--- src/rtl/core/ttle_pkg.sv ---
`default_nettype none
package ttle_pkg;

   // register indexes
   localparam logic [1:0] CSR_NUM_DIMS    = 2'd0;
   localparam logic [1:0] CSR_RANKS       = 2'd1;
   localparam logic [1:0] CSR_BASIS       = 2'd2;

   localparam logic REQ_WRITE = 1'b0;
   localparam logic REQ_BASIS = 1'b1;

   typedef enum logic [2:0] {
      ST_IDLE,
      ST_MAC,
      ST_FUNC,
      ST_TERM,
      ST_COPY,
      ST_RESULT
   } state_type;

   // controller to datapath
   typedef struct packed {
      logic clear;
      logic load_item;
      logic mac;
      logic func_end;
      logic term_add;
      logic copy;
      logic out_load;
   } cmd_type;

   // datapath to controller
   typedef struct packed {
      logic func_done;
      logic row_wrap;
      logic col_wrap;
      logic is_last;
      logic is_basis;
      logic out_full;
   } sts_type;

endpackage
`default_nettype wire

--- src/rtl/core/ttle_ctrl.sv ---
`default_nettype none
module ttle_ctrl
   import ttle_pkg::*;
(
   input  wire logic    clock,
   input  wire logic    reset,
   input  wire logic    req_valid,
   output logic         req_stall,
   input  wire sts_type sts,
   output cmd_type      cmd
);
   state_type state_ff, state_in;

   // state register
   always_ff @(posedge clock) begin
      if (reset) begin
         state_ff <= ST_IDLE;
      end else begin
         state_ff <= state_in;
      end
   end

   // next state and commands
   always_comb begin
      state_in = state_ff;
      cmd = '0;
      req_stall = 1'b1;
      unique case (state_ff)
         ST_IDLE: begin
            req_stall = 1'b0;
            if (req_valid) begin
               cmd.load_item = 1'b1;
               state_in = ST_MAC;
            end
         end
         ST_MAC: begin
            if (!sts.is_basis) begin
               state_in = ST_IDLE;
            end else begin
               cmd.mac = 1'b1;
               if (sts.func_done) begin
                  state_in = ST_FUNC;
               end else if (sts.is_last) begin
                  state_in = ST_RESULT;
               end else begin
                  state_in = ST_IDLE;
               end
            end
         end
         ST_FUNC: begin
            cmd.func_end = 1'b1;
            state_in = ST_TERM;
         end
         ST_TERM: begin
            cmd.term_add = 1'b1;
            if (sts.row_wrap && sts.col_wrap) begin
               state_in = ST_COPY;
            end else if (sts.is_last) begin
               state_in = ST_RESULT;
            end else begin
               state_in = ST_IDLE;
            end
         end
         ST_COPY: begin
            cmd.copy = 1'b1;
            state_in = sts.is_last ? ST_RESULT : ST_IDLE;
         end
         ST_RESULT: begin
            if (!sts.out_full) begin
               cmd.out_load = 1'b1;
               cmd.clear = 1'b1;
               state_in = ST_IDLE;
            end
         end
         default: state_in = ST_IDLE;
      endcase
   end
endmodule
`default_nettype wire

--- config.mk ---
export PLATFORM = sky130hd
export DESIGN_NAME = ttle_ctrl
export DESIGN_NICKNAME = d
export VERILOG_FILES = /design/src/rtl/core/ttle_pkg.sv /design/src/rtl/core/ttle_ctrl.sv
export SDC_FILE = /design/constraint.sdc
export NUM_CORES = 1
export LEC_CHECK = 0
export ABC_CLOCK_PERIOD_IN_PS = 1100
export BUFFER_PORTS_ARGS = -buffer_cell sky130_fd_sc_hd__buf_4
export CAP_MARGIN = 10
export CORE_AREA = 2 2 39 41
export DETAILED_ROUTE_END_ITERATION = 8
export DIE_AREA = 0 0 41 43
export GPL_ROUTABILITY_DRIVEN = 0
export SLEW_MARGIN = 30
export SYNTH_ARGS = -nofsm -noshare
export SYNTH_HDL_FRONTEND = slang
export SYNTH_SLANG_ARGS = --single-unit
--- constraint.sdc ---
create_clock -name clock -period 1.1 [get_ports clock]
set_input_delay 0.165 -clock clock [delete_from_list [all_inputs] [get_ports clock]]
set_output_delay 0.165 -clock clock [all_outputs]
set_load 0.05 [all_outputs]
# Yosys cells after proc, flatten, opt, wreduce, memory -nomap -nowiden
# Index checks and enable logic that the tools add are counted.
# W data, S select, Z words.
# totals
register_bits	3
input_bits	9
output_inout_bits	8
wordCells	28
# classes
n_mux	17
reduce_logical	3
eq_ne	7
# ops
op	count
$mux W3	6
$pmux W3 S6	1
$mux W1	10
$eq A3 B2 Y1 const B	2
$eq A3 B3 Y1 const B	2
$ne A2 B2 Y1 const B	2
$eq A3 B1 Y1 const B	1
$logic_not A3 Y1	1
$reduce_and A2 Y1	1
$logic_and A1 B1 Y1	1

# Depth between registers and ports, before layout
# logic_depth
word_depth	4
depth_mapped	5

# Worst setup path before layout
# OpenSTA, ideal clock, no wires.
# synth_path
path_kind	flip-flop to output port
start	register state_ff[0]
end	output cmd[6] in the netlist's numbering
slack_ns	-1.047
arrival_ns	1.982
path_stages_with_launch	5
n_path_buf	2
t_required_ns	0.935
cell_sequence	dfxtp_1 -> buf_6 -> nand2_1 -> nor3_1 -> buf_4
# synth_lines
item	line	source
start: declaration	ttle_ctrl.sv:12	state_type state_ff, state_in;
start signal: assignment	ttle_ctrl.sv:19	state_ff <= state_in;
end: declaration	ttle_ctrl.sv:10	output cmd_type cmd

==> results.yml <==
sta:
  timing.slew.headroom_pct: 84.9
  report.final.setup_viol: 11
  grt_setup_unrepaired: "yes"
  period_share_pct: 125
  post-route-min-period_ns: 1.38
  final.setup.worst_slack_ns: -0.276
  max_slew.worst_pin.slew_ns: 0.225
  finalMaxSlewViolations: 0
  report.final.hold_viol_count: 0
  skew_ns: 0.00270
  max_freq_ghz: 0.727
synthesis:
  synthesis.yosys.warnings: 0
  fraction_of_post_synthesis_cell_area_in_the_top_cell_type_by_area_pct: 21.6
  synth.cell_area_sq_um: 278
  synth_cells: 34
  synthesis.area_per_instance_sq_um: 8.17
  ffs_latches_synth: 3
  synth_area_leaders: "sky130_fd_sc_hd__dfxtp_1 (22%), sky130_fd_sc_hd__a21oi_1 (7.2%), sky130_fd_sc_hd__nand3b_4 (7.2%)"
  synth_sequential_area_ratio_pct: 21.6
  net_count_after_synthesis: 43
  cell_accounting_for_the_most_synthesized_area: "sky130_fd_sc_hd__dfxtp_1"
  ys_types: 23
route:
  routed_wirelength_um: 792
  first_iter_violations: 1
  drc_viols: 0
  final_routed_wire_length_divided_by_cell_count_um: 10.0
  drt.antenna.violating_nets: 0
  detailedRoute.firstPassIterationCount: 2
  route.detailed.vias_per_inst: 4.35
  detailroute.via_count: 344
pwr:
  power_density_nw_per_um2: 813
  power.share.clock_pct: 36.2
  largest_voltage_drop_on_the_vdd_net_mv: 0.245
  register_share_of_total_power_pct: 22.6
  p_int_uw: 358
  power.switching_uw: 172
  report.power.total_uw: 530
  combPwrFrac_pct: 41.3
  p_sw_share_pct: 32.4
  static-leakage-power_uw: 0.000285
cts:
  post_cts_hold_buffer_count: 0
  clock_insertion_delay_worst_skew_ns: 0.23
  number_of_buffers_created_by_cts: 3
  cts.clk_slew.worst_paths_ns: 0.04
  cts_buffer_depth: 2
  tritoncts_clock_tree: "done"
  clock_tree.root_cell: "sky130_fd_sc_hd__clkbuf_4"
  cts_max_level: 1
  clock-sinks: 3
global_route:
  grt_pass1_vias: 363
  antenna_found_initial: 0
  grt_start_max_net_pins: 7
  grt_overflow: 0
  track_usage_pct: 11.7
  grt_first_pass_wirelength_um: 1410
setup_path:
  cp_data_required_time_ns: 0.94
  reg2reg_start: "state_ff[2]"
  setup.worst_path.end_class: "primary output"
  setup_crit_path_kind: "reg2out"
  worst-r2r-setup-slack_ns: -0.13
  crit_path_start_kind: "flip-flop"
  worst_path_largest_cell_delay_ns: 0.40
  startpoint: "state_ff[0]"
  critPathMaxFanout: 4
  path_cells: "or3_4, nor2_4, buf_8"
  crit_slowest_cell: "sky130_fd_sc_hd__or3_4"
  worst_ep_arrival_time_ns: 1.21
flow_run:
  maxCapViolations: 0
min_path:
  min_from: "sts[5]"
  class_of_the_tightest_hold_or_removal_check: "in2reg"
floorplan:
  die_w_um: 41
  die-height_um: 43
  fp.dieArea_sq_um: 1760
  top_level_ports: 17
  initial_utilization_pct: 20.1
  row_count: 14
  std_cell_core_area_sq_um: 1380
finish:
  largest_registers: "state_ff (3)"
  areaGrowthSynthToFinish_pct: 135
  nNetsFinal: 73
  insertedDiodeCount: 0
  fin_util_pct: 47.1
  max_flop_register: "state_ff"
  layout-drive-gt1-share_pct: 82.5
  largest_reg_flops: 3
  num-fill-cells: 133
placement:
  preCtsSetupSlack_ns: -0.0866
  io_buffers: 16
  hpwl_dp_um: 584
run_status:
  status: "complete, but fails checks"
  failed_checks: "negative setup slack"
[critical path: cells and delay by family, from the launching register on]
| kind | cells | cell delay (ns) |
|---|---|---|
| buf+inv | 1 | 0.15 |
| simple gates | 2 | 0.50 |
| flops | 1 | 0.34 |
[final cells by class]
| cell class | count | area [sq um] | area share, % |
|---|---|---|---|
| clock buffers | 4 | 26.3 | 4.03 |
| inverters | 2 | 10.0 | 1.54 |
| flip-flops and latches | 3 | 68.8 | 10.6 |
| well taps | 16 | 20.0 | 3.07 |
| repair buffers | 28 | 270 | 41.5 |
| multi-input cells | 26 | 256 | 39.3 |
[path summary, 6_finish.rpt]
kind / end / depth (start not counted)
hold / removal: state_ff[1] / 3
setup reg to reg: state_ff[0] / 6
setup / recovery: cmd[5] / 3
hold reg to reg: state_ff[2] / 3
[cells in the final DEF, fill, tap and decap left out, drive strengths merged, types with 2 or more instances in the layout]
cell,count
nand2b,2
clkbuf,4
buf,28
nand2,2
nor3,2
dfxtp,3
inv,2
a21oi,4
o21ai,4
nor2,2
[Yosys cell counts]
cell type and n:
sky130_fd_sc_hd__a21oi_1 4, sky130_fd_sc_hd__and2_0 1, sky130_fd_sc_hd__and3_1 1, sky130_fd_sc_hd__and4bb_2 1, sky130_fd_sc_hd__buf_2 1, sky130_fd_sc_hd__buf_4 1
sky130_fd_sc_hd__buf_6 1, sky130_fd_sc_hd__dfxtp_1 3, sky130_fd_sc_hd__inv_1 2, sky130_fd_sc_hd__nand2_1 2, sky130_fd_sc_hd__nand2b_1 2, sky130_fd_sc_hd__nand3b_4 1
sky130_fd_sc_hd__nand4bb_1 1, sky130_fd_sc_hd__nor2_1 2, sky130_fd_sc_hd__nor3_1 2, sky130_fd_sc_hd__nor3b_1 1, sky130_fd_sc_hd__o21ai_0 1, sky130_fd_sc_hd__o21ai_1 1
sky130_fd_sc_hd__o21ai_2 2, sky130_fd_sc_hd__or2_2 1, sky130_fd_sc_hd__or3_1 1, sky130_fd_sc_hd__or4_4 1, sky130_fd_sc_hd__or4b_4 1
[layer usage]
| layer | vias up | part of all wire [%] | global-route usage, % |
|---|---|---|---|
| li1 | 177 | - | - |
| met1 | 153 | 39 | 13.2 |
| met2 | 12 | 54 | 18.8 |
| met3 | 2 | 5.7 | 3.14 |
| met4 | 0 | 1.0 | 6.00 |
| met5 | - | 0 | 0 |
[timing repair]
action | in CTS | in global routing
pin swaps | 8 | 4
setup endpoints to repair | 11 | 11
buffers inserted | 5 | 0
resized for setup | 21 | 4
[power groups by stage]
stage,logic [uW],registers (uW),clock network [uW]
6_report,219,120,192
5_1_grt,235,120,212
3_3_place_gp,174,126,0
4_1_cts,212,119,199
3_5_place_dp,176,126,0
2_1_floorplan,124,119,0
[through the flow]
stage	hold slack (ns)	area, sq um	cells	TNS, ns
3_5_place_dp	0.421	500	70	-0.346
4_1_cts	0.180	638	79	-2.02
5_1_grt	0.193	652	79	-2.58
6_report	0.183	652	79	-1.98
2_1_floorplan	0.306	342	34	-1.09
3_3_place_gp	0.417	500	70	-0.325
[kinds of logic (layout without fill, tap and decap cells)]
family / count (synthesis) / after routing / synth area share [%]
AOI/OAI and AO/OA: 8 / 8 / 17.1
buffers and inverters: 5 / 34 / 11.3
DFF: 3 / 3 / 21.6
and+or+nand+nor: 18 / 18 / 50.0
Note: power is estimated with default switching activity, not from simulation.
